`config.mk`:
```
export PLATFORM = sky130hd
export DESIGN_NAME = dual_ultrasonic_ranger_safety_core_flat
export DESIGN_NICKNAME = d
export VERILOG_FILES = /design/src/sv/dusr_pkg.sv /design/src/sv/dusr_ifs.sv /design/src/sv/dusr_echo_cm.sv /design/src/sv/dusr_sequencer.sv /design/src/sv/dual_ultrasonic_ranger_safety_core.sv /design/src/flat_wrapper.sv
export VERILOG_INCLUDE_DIRS = /design/src /design/src/sv
export SDC_FILE = /design/constraint.sdc
export NUM_CORES = 1
export LEC_CHECK = 0
export BUFFER_PORTS_ARGS = -buffer_cell sky130_fd_sc_hd__buf_4
export CAP_MARGIN = 25
export CORE_MARGIN = 5
export CORE_UTILIZATION = 45
export CTS_CLUSTER_DIAMETER = 100
export CTS_CLUSTER_SIZE = 12
export DETAILED_ROUTE_END_ITERATION = 8
export SYNTH_ARGS = -nofsm -noshare
export SYNTH_HDL_FRONTEND = slang
export SYNTH_SLANG_ARGS = --single-unit
```
`constraint.sdc`:
```
create_clock -name clk_i -period 18 [get_ports clk_i]
set_clock_uncertainty 0.15 [all_clocks]
set_input_delay 0 -clock clk_i [delete_from_list [all_inputs] [get_ports clk_i]]
set_output_delay 0 -clock clk_i [all_outputs]
set_load 0.03 [all_outputs]
```
`src/sv/dual_ultrasonic_ranger_safety_core_assert.svh`:
```
// Assertion macros shared by the ranger safety RTL.
`ifndef DUAL_ULTRASONIC_RANGER_SAFETY_CORE_ASSERT_SVH
`define DUAL_ULTRASONIC_RANGER_SAFETY_CORE_ASSERT_SVH

// Same-cycle implication, disabled while reset is asserted.
`define DUSR_ASSERT_IMP(name, clk, rst_n, ante, cons) \
  name: assert property (@(posedge clk) disable iff (!rst_n) (ante) |-> (cons)) \
    else $error("dusr assertion failed");

// Next-cycle implication, disabled while reset is asserted.
`define DUSR_ASSERT_NXT(name, clk, rst_n, ante, cons) \
  name: assert property (@(posedge clk) disable iff (!rst_n) (ante) |=> (cons)) \
    else $error("dusr assertion failed");

`endif

```
`src/sv/dusr_pkg.sv`:
```
// Package with types and constants of the dual ultrasonic ranger safety core.
`default_nettype none
package dusr_pkg;

  // Field widths.
  localparam int unsigned NOW_W      = 32;
  localparam int unsigned DIST_W     = 15;
  localparam int unsigned GAP_W      = 20;
  localparam int unsigned TRIG_W     = 10;
  localparam int unsigned TOUT_W     = 20;
  localparam int unsigned LIMIT_W    = 16;
  localparam int unsigned CFG_IDX_W  = 3;
  localparam int unsigned CFG_DATA_W = 20;

  // Echo conversion: cm = width / 58, saturated at CM_MAX.
  // Widths at or above CM_SAT_US saturate; below it width/58 = (width>>1)/29,
  // done as a multiplication by ceil(2^25/29) and a shift by 25.
  localparam logic [DIST_W-1:0] CM_MAX    = 15'd18078;
  localparam logic [NOW_W-1:0]  CM_SAT_US = 32'd1048582;
  localparam logic [20:0]       CM_RECIP  = 21'd1157050;
  localparam int unsigned       CM_SHIFT  = 25;

  // Reset values of the configuration registers.
  localparam logic               RST_ENABLE   = 1'b1;
  localparam logic [GAP_W-1:0]   RST_GAP      = 20'd60000;
  localparam logic [TRIG_W-1:0]  RST_TRIG     = 10'd10;
  localparam logic [TOUT_W-1:0]  RST_TOUT     = 20'd30000;
  localparam logic [LIMIT_W-1:0] RST_WALL     = 16'd20;
  localparam logic [LIMIT_W-1:0] RST_FLOOR    = 16'd10;

  // Configuration register indexes.
  typedef enum logic [CFG_IDX_W-1:0] {
    IDX_ENABLE      = 3'd0,
    IDX_GAP         = 3'd1,
    IDX_TRIG_WIDTH  = 3'd2,
    IDX_ECHO_TOUT   = 3'd3,
    IDX_WALL_STOP   = 3'd4,
    IDX_FLOOR_LIMIT = 3'd5
  } dusr_cfg_idx_e;

  // Measurement phases.
  typedef enum logic [1:0] {
    PH_IDLE   = 2'd0,
    PH_TRIG   = 2'd1,
    PH_ESTART = 2'd2,
    PH_EEND   = 2'd3
  } dusr_phase_e;

  // Configuration register set.
  typedef struct packed {
    logic               enable;
    logic [GAP_W-1:0]   gap_us;
    logic [TRIG_W-1:0]  trig_us;
    logic [TOUT_W-1:0]  tout_us;
    logic [LIMIT_W-1:0] wall_cm;
    logic [LIMIT_W-1:0] floor_cm;
  } dusr_cfg_t;

  // One result item.
  typedef struct packed {
    logic              front_trigger;
    logic              down_trigger;
    logic [DIST_W-1:0] front_distance_cm;
    logic [DIST_W-1:0] ground_distance_cm;
    logic              wall_too_close;
    logic              no_floor;
    logic              safety_warning;
  } dusr_result_t;

endpackage
`default_nettype wire

```
`src/sv/dusr_ifs.sv`:
```
// Valid/ready channel interfaces for input updates and result items.
`default_nettype none
interface dusr_in_if;
  import dusr_pkg::*;

  logic             valid;
  logic             ready;
  logic [NOW_W-1:0] now_us;
  logic             front_echo;
  logic             down_echo;

  modport source (output valid, now_us, front_echo, down_echo, input ready);
  modport sink   (input valid, now_us, front_echo, down_echo, output ready);
endinterface

interface dusr_out_if;
  import dusr_pkg::*;

  logic              valid;
  logic              ready;
  logic              front_trigger;
  logic              down_trigger;
  logic [DIST_W-1:0] front_distance_cm;
  logic [DIST_W-1:0] ground_distance_cm;
  logic              wall_too_close;
  logic              no_floor;
  logic              safety_warning;

  modport source (output valid, front_trigger, down_trigger, front_distance_cm,
                  ground_distance_cm, wall_too_close, no_floor, safety_warning,
                  input ready);
  modport sink   (input valid, front_trigger, down_trigger, front_distance_cm,
                  ground_distance_cm, wall_too_close, no_floor, safety_warning,
                  output ready);
endinterface
`default_nettype wire

```
`src/sv/dusr_echo_cm.sv`:
```
// Echo width to centimeter conversion: divide by 58 with saturation.
`default_nettype none
module dusr_echo_cm (
  input  wire logic [dusr_pkg::NOW_W-1:0]  width_us_i,
  output logic      [dusr_pkg::DIST_W-1:0] cm_o
);
  import dusr_pkg::*;

  logic [19:0] half_w;
  logic [40:0] prod;
  logic        sat;

  // Long echoes saturate; shorter ones fit in 21 bits, so halve and divide by 29.
  assign sat    = (width_us_i >= CM_SAT_US);
  assign half_w = width_us_i[20:1];
  assign prod   = 41'(half_w) * 41'(CM_RECIP);
  assign cm_o   = sat ? CM_MAX : prod[CM_SHIFT +: DIST_W];

endmodule
`default_nettype wire

```
`src/sv/dusr_sequencer.sv`:
```
// Measurement sequencer, distance filters and safety flags.
`default_nettype none
`include "dual_ultrasonic_ranger_safety_core_assert.svh"
module dusr_sequencer (
  input  wire logic                          clk_i,
  input  wire logic                          rst_ni,
  input  wire logic                          adv_i,
  input  wire logic [dusr_pkg::NOW_W-1:0]    now_i,
  input  wire logic                          front_echo_i,
  input  wire logic                          down_echo_i,
  input  wire dusr_pkg::dusr_cfg_t           cfg_i,
  output dusr_pkg::dusr_result_t             res_o
);
  import dusr_pkg::*;

  dusr_phase_e       phase_q, phase_d;
  logic              active_q, active_d;
  logic [NOW_W-1:0]  phase_start_q, phase_start_d;
  logic [NOW_W-1:0]  echo_start_q, echo_start_d;
  logic [NOW_W-1:0]  last_done_q, last_done_d;
  logic [DIST_W-1:0] filt_q [2];
  logic [DIST_W-1:0] filt_d [2];
  logic [1:0]        valid_q, valid_d;
  logic [1:0]        ever_q, ever_d;

  logic              echo;
  logic [NOW_W-1:0]  since_done, since_phase, since_echo;
  logic [DIST_W-1:0] cm;
  logic              fin, fin_ok;
  logic [DIST_W-1:0] filt_cur;
  logic [16:0]       filt_sum;
  logic [DIST_W-1:0] filt_new;

  // Elapsed times, all modulo 2^32.
  assign echo        = active_q ? down_echo_i : front_echo_i;
  assign since_done  = now_i - last_done_q;
  assign since_phase = now_i - phase_start_q;
  assign since_echo  = now_i - echo_start_q;

  dusr_echo_cm u_echo_cm (
    .width_us_i (since_echo),
    .cm_o       (cm)
  );

  // Filter: seed with the first reading, then 3/4 old plus 1/4 new.
  assign filt_cur = active_q ? filt_q[1] : filt_q[0];
  assign filt_sum = {2'b00, filt_cur} + {1'b0, filt_cur, 1'b0} + 17'(cm);
  assign filt_new = (filt_cur == '0) ? cm : filt_sum[16:2];

  // Next state of the measurement sequence.
  always_comb begin
    phase_d       = phase_q;
    active_d      = active_q;
    phase_start_d = phase_start_q;
    echo_start_d  = echo_start_q;
    last_done_d   = last_done_q;
    filt_d[0]     = filt_q[0];
    filt_d[1]     = filt_q[1];
    valid_d       = valid_q;
    ever_d        = ever_q;
    fin           = 1'b0;
    fin_ok        = 1'b0;

    if (cfg_i.enable) begin
      case (phase_q)
        PH_IDLE: begin
          if (since_done >= NOW_W'(cfg_i.gap_us)) begin
            phase_start_d = now_i;
            phase_d       = PH_TRIG;
          end
        end
        PH_TRIG: begin
          if (since_phase >= NOW_W'(cfg_i.trig_us)) begin
            phase_start_d = now_i;
            phase_d       = PH_ESTART;
          end
        end
        PH_ESTART: begin
          if (echo) begin
            echo_start_d = now_i;
            phase_d      = PH_EEND;
          end else if (since_phase >= NOW_W'(cfg_i.tout_us)) begin
            fin = 1'b1;
          end
        end
        PH_EEND: begin
          if (!echo) begin
            fin    = 1'b1;
            fin_ok = (cm != '0);
          end else if (since_echo >= NOW_W'(cfg_i.tout_us)) begin
            fin = 1'b1;
          end
        end
        default: begin
          phase_d = PH_IDLE;
        end
      endcase
    end

    // A finished measurement, valid or not, hands over to the other sensor.
    if (fin) begin
      ever_d[active_q]  = 1'b1;
      valid_d[active_q] = fin_ok;
      if (fin_ok) begin
        if (active_q) begin
          filt_d[1] = filt_new;
        end else begin
          filt_d[0] = filt_new;
        end
      end
      active_d    = ~active_q;
      phase_d     = PH_IDLE;
      last_done_d = now_i;
    end
  end

  // Result from the state after this update.
  always_comb begin
    res_o.front_trigger      = (phase_d == PH_TRIG) && !active_d;
    res_o.down_trigger       = (phase_d == PH_TRIG) && active_d;
    res_o.front_distance_cm  = valid_d[0] ? filt_d[0] : '0;
    res_o.ground_distance_cm = valid_d[1] ? filt_d[1] : '0;
    res_o.wall_too_close     = cfg_i.enable && valid_d[0] &&
                               ({1'b0, filt_d[0]} <= cfg_i.wall_cm);
    res_o.no_floor           = cfg_i.enable && ever_d[1] &&
                               (!valid_d[1] || ({1'b0, filt_d[1]} > cfg_i.floor_cm));
    res_o.safety_warning     = res_o.wall_too_close || res_o.no_floor;
  end

  // State registers advance once per transfer through the pipeline.
  always_ff @(posedge clk_i or negedge rst_ni) begin
    if (!rst_ni) begin
      phase_q       <= PH_IDLE;
      active_q      <= 1'b0;
      phase_start_q <= '0;
      echo_start_q  <= '0;
      last_done_q   <= '0;
      filt_q[0]     <= '0;
      filt_q[1]     <= '0;
      valid_q       <= '0;
      ever_q        <= '0;
    end else if (adv_i) begin
      phase_q       <= phase_d;
      active_q      <= active_d;
      phase_start_q <= phase_start_d;
      echo_start_q  <= echo_start_d;
      last_done_q   <= last_done_d;
      filt_q[0]     <= filt_d[0];
      filt_q[1]     <= filt_d[1];
      valid_q       <= valid_d;
      ever_q        <= ever_d;
    end
  end

  // A finished measurement always switches the active sensor.
  `DUSR_ASSERT_NXT(a_fin_toggles, clk_i, rst_ni, adv_i && (phase_q != PH_IDLE) && (phase_d == PH_IDLE), active_q != $past(active_q))
  // Without a transfer the sequence holds.
  `DUSR_ASSERT_NXT(a_hold_no_adv, clk_i, rst_ni, !adv_i, $stable(phase_q) && $stable(active_q) && $stable(last_done_q))
  // A valid reading never leaves a zero filter.
  `DUSR_ASSERT_IMP(a_front_valid_nz, clk_i, rst_ni, valid_q[0], filt_q[0] != '0)
  `DUSR_ASSERT_IMP(a_down_valid_nz, clk_i, rst_ni, valid_q[1], filt_q[1] != '0)

endmodule
`default_nettype wire

```
`src/sv/dual_ultrasonic_ranger_safety_core.sv`:
```
// Top level of the dual ultrasonic ranger safety core.
// The core takes one timestamped update per cycle while the output is not
// stalled, and returns one result per update. Each update is latched in an
// input register, passes through the sequencer logic (elapsed-time compares,
// the divide-by-58 echo conversion as a constant multiplication, and the 3/4
// filter), and lands in a result register; that single path from the state
// registers back to themselves sets the clock rate. While a result waits on a
// stalled output, one further update is held in the input register and the
// input then stalls until the result transfers. Configuration writes take
// effect on the next clock and are meant for an idle core.
`default_nettype none
`include "dual_ultrasonic_ranger_safety_core_assert.svh"
module dual_ultrasonic_ranger_safety_core (
  input  wire logic                              clk_i,
  input  wire logic                              rst_ni,
  input  wire logic                              cfg_we_i,
  input  wire logic [dusr_pkg::CFG_IDX_W-1:0]    cfg_idx_i,
  input  wire logic [dusr_pkg::CFG_DATA_W-1:0]   cfg_wdata_i,
  dusr_in_if.sink                                item_i,
  dusr_out_if.source                             result_o
);
  import dusr_pkg::*;

  dusr_cfg_t         cfg_q;
  logic              in_valid_q;
  logic [NOW_W-1:0]  now_q;
  logic              front_echo_q;
  logic              down_echo_q;
  logic              out_valid_q;
  dusr_result_t      res_q, res_d;
  logic              adv;
  logic              in_xfer;

  // An update moves on when the result register is free or being emptied.
  assign adv          = in_valid_q && (!out_valid_q || result_o.ready);
  assign item_i.ready = !in_valid_q || adv;
  assign in_xfer      = item_i.valid && item_i.ready;

  // Configuration registers.
  always_ff @(posedge clk_i or negedge rst_ni) begin
    if (!rst_ni) begin
      cfg_q.enable   <= RST_ENABLE;
      cfg_q.gap_us   <= RST_GAP;
      cfg_q.trig_us  <= RST_TRIG;
      cfg_q.tout_us  <= RST_TOUT;
      cfg_q.wall_cm  <= RST_WALL;
      cfg_q.floor_cm <= RST_FLOOR;
    end else if (cfg_we_i) begin
      case (cfg_idx_i)
        IDX_ENABLE:      cfg_q.enable   <= cfg_wdata_i[0];
        IDX_GAP:         cfg_q.gap_us   <= cfg_wdata_i[GAP_W-1:0];
        IDX_TRIG_WIDTH:  cfg_q.trig_us  <= cfg_wdata_i[TRIG_W-1:0];
        IDX_ECHO_TOUT:   cfg_q.tout_us  <= cfg_wdata_i[TOUT_W-1:0];
        IDX_WALL_STOP:   cfg_q.wall_cm  <= cfg_wdata_i[LIMIT_W-1:0];
        IDX_FLOOR_LIMIT: cfg_q.floor_cm <= cfg_wdata_i[LIMIT_W-1:0];
        default: begin
        end
      endcase
    end
  end

  // Input register control.
  always_ff @(posedge clk_i or negedge rst_ni) begin
    if (!rst_ni) begin
      in_valid_q <= 1'b0;
    end else if (in_xfer) begin
      in_valid_q <= 1'b1;
    end else if (adv) begin
      in_valid_q <= 1'b0;
    end
  end

  // Input register payload.
  always_ff @(posedge clk_i) begin
    if (in_xfer) begin
      now_q        <= item_i.now_us;
      front_echo_q <= item_i.front_echo;
      down_echo_q  <= item_i.down_echo;
    end
  end

  dusr_sequencer u_sequencer (
    .clk_i        (clk_i),
    .rst_ni       (rst_ni),
    .adv_i        (adv),
    .now_i        (now_q),
    .front_echo_i (front_echo_q),
    .down_echo_i  (down_echo_q),
    .cfg_i        (cfg_q),
    .res_o        (res_d)
  );

  // Result register control.
  always_ff @(posedge clk_i or negedge rst_ni) begin
    if (!rst_ni) begin
      out_valid_q <= 1'b0;
    end else if (adv) begin
      out_valid_q <= 1'b1;
    end else if (result_o.ready) begin
      out_valid_q <= 1'b0;
    end
  end

  // Result register payload.
  always_ff @(posedge clk_i) begin
    if (adv) begin
      res_q <= res_d;
    end
  end

  assign result_o.valid              = out_valid_q;
  assign result_o.front_trigger      = res_q.front_trigger;
  assign result_o.down_trigger       = res_q.down_trigger;
  assign result_o.front_distance_cm  = res_q.front_distance_cm;
  assign result_o.ground_distance_cm = res_q.ground_distance_cm;
  assign result_o.wall_too_close     = res_q.wall_too_close;
  assign result_o.no_floor           = res_q.no_floor;
  assign result_o.safety_warning     = res_q.safety_warning;

  // A waiting update is never dropped.
  `DUSR_ASSERT_NXT(a_in_kept, clk_i, rst_ni, in_valid_q && !adv, in_valid_q)
  // Every update that moves on shows up as a result.
  `DUSR_ASSERT_NXT(a_adv_result, clk_i, rst_ni, adv, out_valid_q)
  // An enable write lands in the register.
  `DUSR_ASSERT_NXT(a_cfg_enable, clk_i, rst_ni, cfg_we_i && (cfg_idx_i == IDX_ENABLE), cfg_q.enable == $past(cfg_wdata_i[0]))

endmodule
`default_nettype wire

```
`src/flat_wrapper.sv`:
```
// flat-port wrapper written by rule: the top's interface ports become plain ports
module dual_ultrasonic_ranger_safety_core_flat import dusr_pkg::*;
  (clk_i, rst_ni, cfg_we_i, cfg_idx_i, cfg_wdata_i, item_i_valid, item_i_now_us, item_i_front_echo, item_i_down_echo, item_i_ready, result_o_valid, result_o_front_trigger, result_o_down_trigger, result_o_front_distance_cm, result_o_ground_distance_cm, result_o_wall_too_close, result_o_no_floor, result_o_safety_warning, result_o_ready);
  dusr_in_if item_i_i ();
  dusr_out_if result_o_i ();
  input  wire logic clk_i;
  input  wire logic rst_ni;
  input  wire logic cfg_we_i;
  input  wire logic [dusr_pkg::CFG_IDX_W-1:0] cfg_idx_i;
  input  wire logic [dusr_pkg::CFG_DATA_W-1:0] cfg_wdata_i;
  input wire logic [$bits(item_i_i.valid)-1:0] item_i_valid;
  input wire logic [$bits(item_i_i.now_us)-1:0] item_i_now_us;
  input wire logic [$bits(item_i_i.front_echo)-1:0] item_i_front_echo;
  input wire logic [$bits(item_i_i.down_echo)-1:0] item_i_down_echo;
  output wire logic [$bits(item_i_i.ready)-1:0] item_i_ready;
  output wire logic [$bits(result_o_i.valid)-1:0] result_o_valid;
  output wire logic [$bits(result_o_i.front_trigger)-1:0] result_o_front_trigger;
  output wire logic [$bits(result_o_i.down_trigger)-1:0] result_o_down_trigger;
  output wire logic [$bits(result_o_i.front_distance_cm)-1:0] result_o_front_distance_cm;
  output wire logic [$bits(result_o_i.ground_distance_cm)-1:0] result_o_ground_distance_cm;
  output wire logic [$bits(result_o_i.wall_too_close)-1:0] result_o_wall_too_close;
  output wire logic [$bits(result_o_i.no_floor)-1:0] result_o_no_floor;
  output wire logic [$bits(result_o_i.safety_warning)-1:0] result_o_safety_warning;
  input wire logic [$bits(result_o_i.ready)-1:0] result_o_ready;
  assign item_i_i.valid = item_i_valid;
  assign item_i_i.now_us = item_i_now_us;
  assign item_i_i.front_echo = item_i_front_echo;
  assign item_i_i.down_echo = item_i_down_echo;
  assign item_i_ready = item_i_i.ready;
  assign result_o_valid = result_o_i.valid;
  assign result_o_front_trigger = result_o_i.front_trigger;
  assign result_o_down_trigger = result_o_i.down_trigger;
  assign result_o_front_distance_cm = result_o_i.front_distance_cm;
  assign result_o_ground_distance_cm = result_o_i.ground_distance_cm;
  assign result_o_wall_too_close = result_o_i.wall_too_close;
  assign result_o_no_floor = result_o_i.no_floor;
  assign result_o_safety_warning = result_o_i.safety_warning;
  assign result_o_i.ready = result_o_ready;
  dual_ultrasonic_ranger_safety_core u_core (.clk_i(clk_i), .rst_ni(rst_ni), .cfg_we_i(cfg_we_i), .cfg_idx_i(cfg_idx_i), .cfg_wdata_i(cfg_wdata_i), .item_i(item_i_i), .result_o(result_o_i));
endmodule
```
# Yosys cells after proc, flatten, opt, wreduce, memory -nomap -nowiden
# Index checks and enable logic that the tools add are counted.
# totals
regBits,287
inputBits,62
output_inout_bits,37
word_cells,125
# op_classes
add_sub_neg,5
multipliers,1
order_cmp,9
n_eq_ne,11
muxes,36
n_bitwise,2
reduce_logical,33
# ops
op,count
>= comparator 32 x 20 -> 1 bit,3
subtractor 32 bit,3
2-to-1 mux 15 bit,5
2-to-1 mux 32 bit,2
one-hot mux 32 bit (2 select lines),1
2-to-1 mux 30 bit,2
multiplier 20 x 20 -> 39 bit (second input constant),1
>= comparator 32 x 10 -> 1 bit,1
>= comparator 32 x 21 -> 1 bit (second input constant),1
adder 15 x 16 -> 17 bit,1
adder 17 x 15 -> 17 bit,1
> comparator 15 x 16 -> 1 bit,1
<= comparator 15 x 16 -> 1 bit,1
zero test 15 bit,1
2-to-1 mux 1 bit,15
nonzero test 15 bit,1
2-to-1 mux 2 bit,7
AND reduction 2 bit,7
logical AND 1 bit,9
== test 3 x 2 -> 1 bit (second input constant),2
== test 3 bit (second input constant),2
one-hot mux 2 bit (3 select lines),1
nonzero test 2 bit,3
AND reduction 5 bit,1
16 further kinds,25

# Depth between registers and ports, before layout
# logic_depth
ltp_word,13
depth_mapped,60

# Hierarchy
# Synthesis repeated with hierarchy kept, for this count alone.
# unflattened
cells_unflattened,3031
area_unflattened_um2,29072.9
# by_module_without_submodules
module,instances,cells_each,area_per_inst_um2
dusr_sequencer,1,1893,15453.6
dusr_echo_cm,1,881,8232.9
dual_ultrasonic_ranger_safety_core,1,257,5386.4

# Least setup slack after synthesis
# Ideal clock, no wire load.
# synth_timing
path_kind,reg-to-reg
startpoint,register u_core.now_q[0]
endpoint,register u_core.res_q (netlist bit u_core.result_o.safety_warning) (data pin)
arrival_ns,12.398
required_ns,17.576
slack_ns,5.178
stages_incl_launch_ff,57
path_buffers,2
synth_period_minus_slack_ns,12.822
cell_sequence,edfxtp_1 > inv_1 > ha_1 > inv_1 > fa_1 > a211oi_1 > o21ai_2 > a21oi_2 > nor2_1 > nor2_1 > xor2_1 > inv_1 > ha_1 > inv_1 > fa_1 > fa_1 > inv_1 > fa_1 > (+21 left out) > a21oi_1 > o21bai_1 > a21oi_1 > o21ai_0 > mux2i_1 > nand2_1 > o21ai_0 > a211o_1 > mux2_2 > ha_1 > nand4_1 > or4b_2 > nor3_1 > nand2_1 > o2111ai_1 > a31oi_1 > nor3_1 > o22ai_1
# synth_lines
element,line_no,source
from (decl),dual_ultrasonic_ranger_safety_core.sv:26,logic [NOW_W-1:0] now_q;
from (signal assigned),dual_ultrasonic_ranger_safety_core.sv:76,now_q <= item_i.now_us;
to (signal assigned),dual_ultrasonic_ranger_safety_core.sv:107,res_q <= res_d;
to (decl),dual_ultrasonic_ranger_safety_core.sv:30,"dusr_result_t res_q, res_d;"

==> impl_metrics.ini <==
[critical_path]
crit_type = reg -> reg
cp-start-kind = flop
r2r_cells = 52
crit_fanout = 9
cp_data_required_time_ns = 18.19
crit_arrival_ns = 14.94
cp-end-kind = flop
cpPeakStageDelay_ns = 0.86
critPathSlowestCell = o311ai_0

[clock_network]
ctsHtreeMaxLevel = 1
tritoncts = built
cts_hold_buf = 114
clock_latency_ns = 0.61
cts_sinks = 286
postCtsSetupBuffers = 0
cts_max_path_buffers = 3
cts_resized = 0
clk_pin_slew_ns = 0.07
numCtsBuffers = 28
root_buffer = clkbuf_16

[logic_synthesis]
ys_top_cells_by_area = ha_1, dfrtp_1, fa_1
synth-compound-area-share_pct = 15.4
synth_fa_ha_area_share_pct = 29.5
synthSimpleGateAreaFrac_pct = 10.2
synth_top_area_share_pct = 17.2
synthXorXnorAreaFrac_pct = 3.08
synth_top_family_by_area = adder cells
yosys_warnings = 0
synth_nets = 3713
postSynthCellCount = 3074
synthTopCellsByCount = inv_1, ha_1, nand2_1
synthMostInstantiatedCell = inv_1
seq_area_frac_synth_pct = 25.9
ys_ff_latch = 286
synth.distinct_cells = 91
synth_edf_count = 69
synthMuxAreaShare_pct = 7.49
synth_flop_cell = dfrtp_1
synth_area_leader_cell = ha_1
async_reset_ff_share_pct = 75.9
syn_avg_cell_area_um2 = 9.45
syn_area_um2 = 29000

[sta]
worstMarginPinSlew_ns = 1.05
fin_ws_ns = 3.25
finalCritPeriodShare_pct = 81.9
setup_viol = 0
slew_headroom_pct = 29.8
hold_violations = 0
clock.fmax_ghz = 0.0678
slew_violations = 0
min_period_ns = 14.75
rsz0062_at_grt = false
fin_tns_setup_ns = 0

[cells_and_area]
post-route-util_pct = 51.0
nets = 3895
diodes = 0
stdcell_count = 4133
area_delta_synth_final_pct = 12.7
layout-drive-gt1-share_pct = 11.6

[place]
port_buffers = 98
globalplace.congestion = 0.963
dp.cells = 3965
dp_hpwl_um = 68900
pre_cts_ws_ns = 3.04

[global_route]
antenna_found_initial = 1
grt_use_total_pct = 24.2
grt_start_max_net_pins = 91
grt_overflow = 0
grt_pass1_wl_um = 135000
first_global_vias = 23700

[floorplan]
initial_core_util_pct = 45.2
core_area_um2 = 64200
row_count = 93
die_y_um = 264
ios = 99
die_area_um2 = 69700
die_x_um = 264

[drt]
vias = 23000
drt-pass1-iter-count = 5
drt_iter0_markers = 1349
drtAntennaViolNets = 0
drc = 0
totalWireLength_um = 85800
wl_per_cell_um = 20.8
routed_via_density = 5.56

[outcome]
status = completed

[min_path]
hp-class = in -> reg
holdPathStages = 2

[flow_run]
drv_cap = 0
-- worst max-delay path: cells and delay by family (launching register included) --
kind	cells	cell delay, ns
fa+ha+maj	12	5.18
compound gates	22	5.13
simple gates	11	2.18
flops	1	0.49
buf+inv	4	0.48
xor+xnor	1	0.46
mux	2	0.44
-- area by class of cell --
class | count | area [µm²]
fillers | 6054 | 31500
multi-input cells | 2155 | 19100
flip-flops and latches | 286 | 7530
repair buffers | 243 | 2140
inverters | 542 | 2030
well taps | 855 | 1070
clock buffers | 49 | 790
clock inverters | 3 | 46.3
-- path summary, 6_finish.rpt --
path | from | to | slack [ns]
worst max-delay path | u_core.now_q[8] | u_core.result_o.safety_warning | 3.25
worst min-delay path | item_i_now_us[5] | u_core.now_q[5] | 0.02
worst max register to register | u_core.now_q[8] | u_core.result_o.safety_warning | 3.25
worst min register to register | u_core.u_sequencer.ever_q[1] | u_core.u_sequencer.ever_q[1] | 0.33
max in group asynchronous | rst_ni | u_core.cfg_q[34] | 16.38
min in group asynchronous | rst_ni | u_core.cfg_q[71] | 0.41
-- registers in the layout (all words and copies together) (netlist names), 2 cells and up --
| name | cells |
|---|---|
| u_core.u_sequencer.filt_q | 30 |
| u_core.u_sequencer.echo_start_q | 32 |
| u_core.cfg_q | 83 |
| u_core.now_q | 32 |
| u_core.result_o.ground_distance_cm | 15 |
| u_core.u_sequencer.last_done_q | 32 |
| u_core.u_sequencer.phase_start_q | 32 |
| u_core.u_sequencer.phase_q | 2 |
| u_core.u_sequencer.valid_q | 2 |
| u_core.result_o.front_distance_cm | 15 |
-- per-stage QoR --
step	cell area, µm²	hold slack [ns]
after global routing	32700	0.0200
after floorplan	29000	-0.446
after global placement	30700	-0.0638
after detailed placement	30700	-0.0541
final	32700	0.0160
after CTS	32700	0.000875
-- cells in the final DEF, fill, tap and decap left out, drive strengths merged, types with 10 or more instances in the layout --
master       instances
nand3               47
clkbuf              49
nand2              215
nor3                34
dfstp               21
a21o                64
mux2i               35
a22o                20
and2                12
edfxtp              69
nor4                15
nor2               110
a31oi               31
nor2b               15
and4                10
xnor2               59
and3                14
o21bai              21
xor2                43
a211oi              25
o21a                32
o2111ai             11
ha                 399
buf                130
dlygate4sd3        113
mux2               152
inv                543
nand2b              25
nand4               50
a21oi              174
o211ai              18
fa                 178
o21ai              190
dfrtp              196
-- routing by layer --
metal / GRT usage, % / wire length [µm] / vias up
li1: - / - / 11000
met1: 32.5 / 38600 / 11300
met2: 42.0 / 41300 / 571
met3: 2.69 / 3650 / 127
met4: 6.03 / 2320 / 0
met5: 0 / 0 / -
-- cells by family (layout without fill, tap and decap cells) --
family	after synthesis	count (layout)
AND/OR/NAND/NOR	594	594
adder cells (fa/ha/maj)	577	577
flip-flops	286	286
AO/OA/AOI/OAI	695	695
XOR/XNOR	102	102
buffers and inverters	633	837
multiplexers	187	187
Power is not shown: default switching activity piles up to over one toggle a cycle in this logic, so the estimate is an artifact.
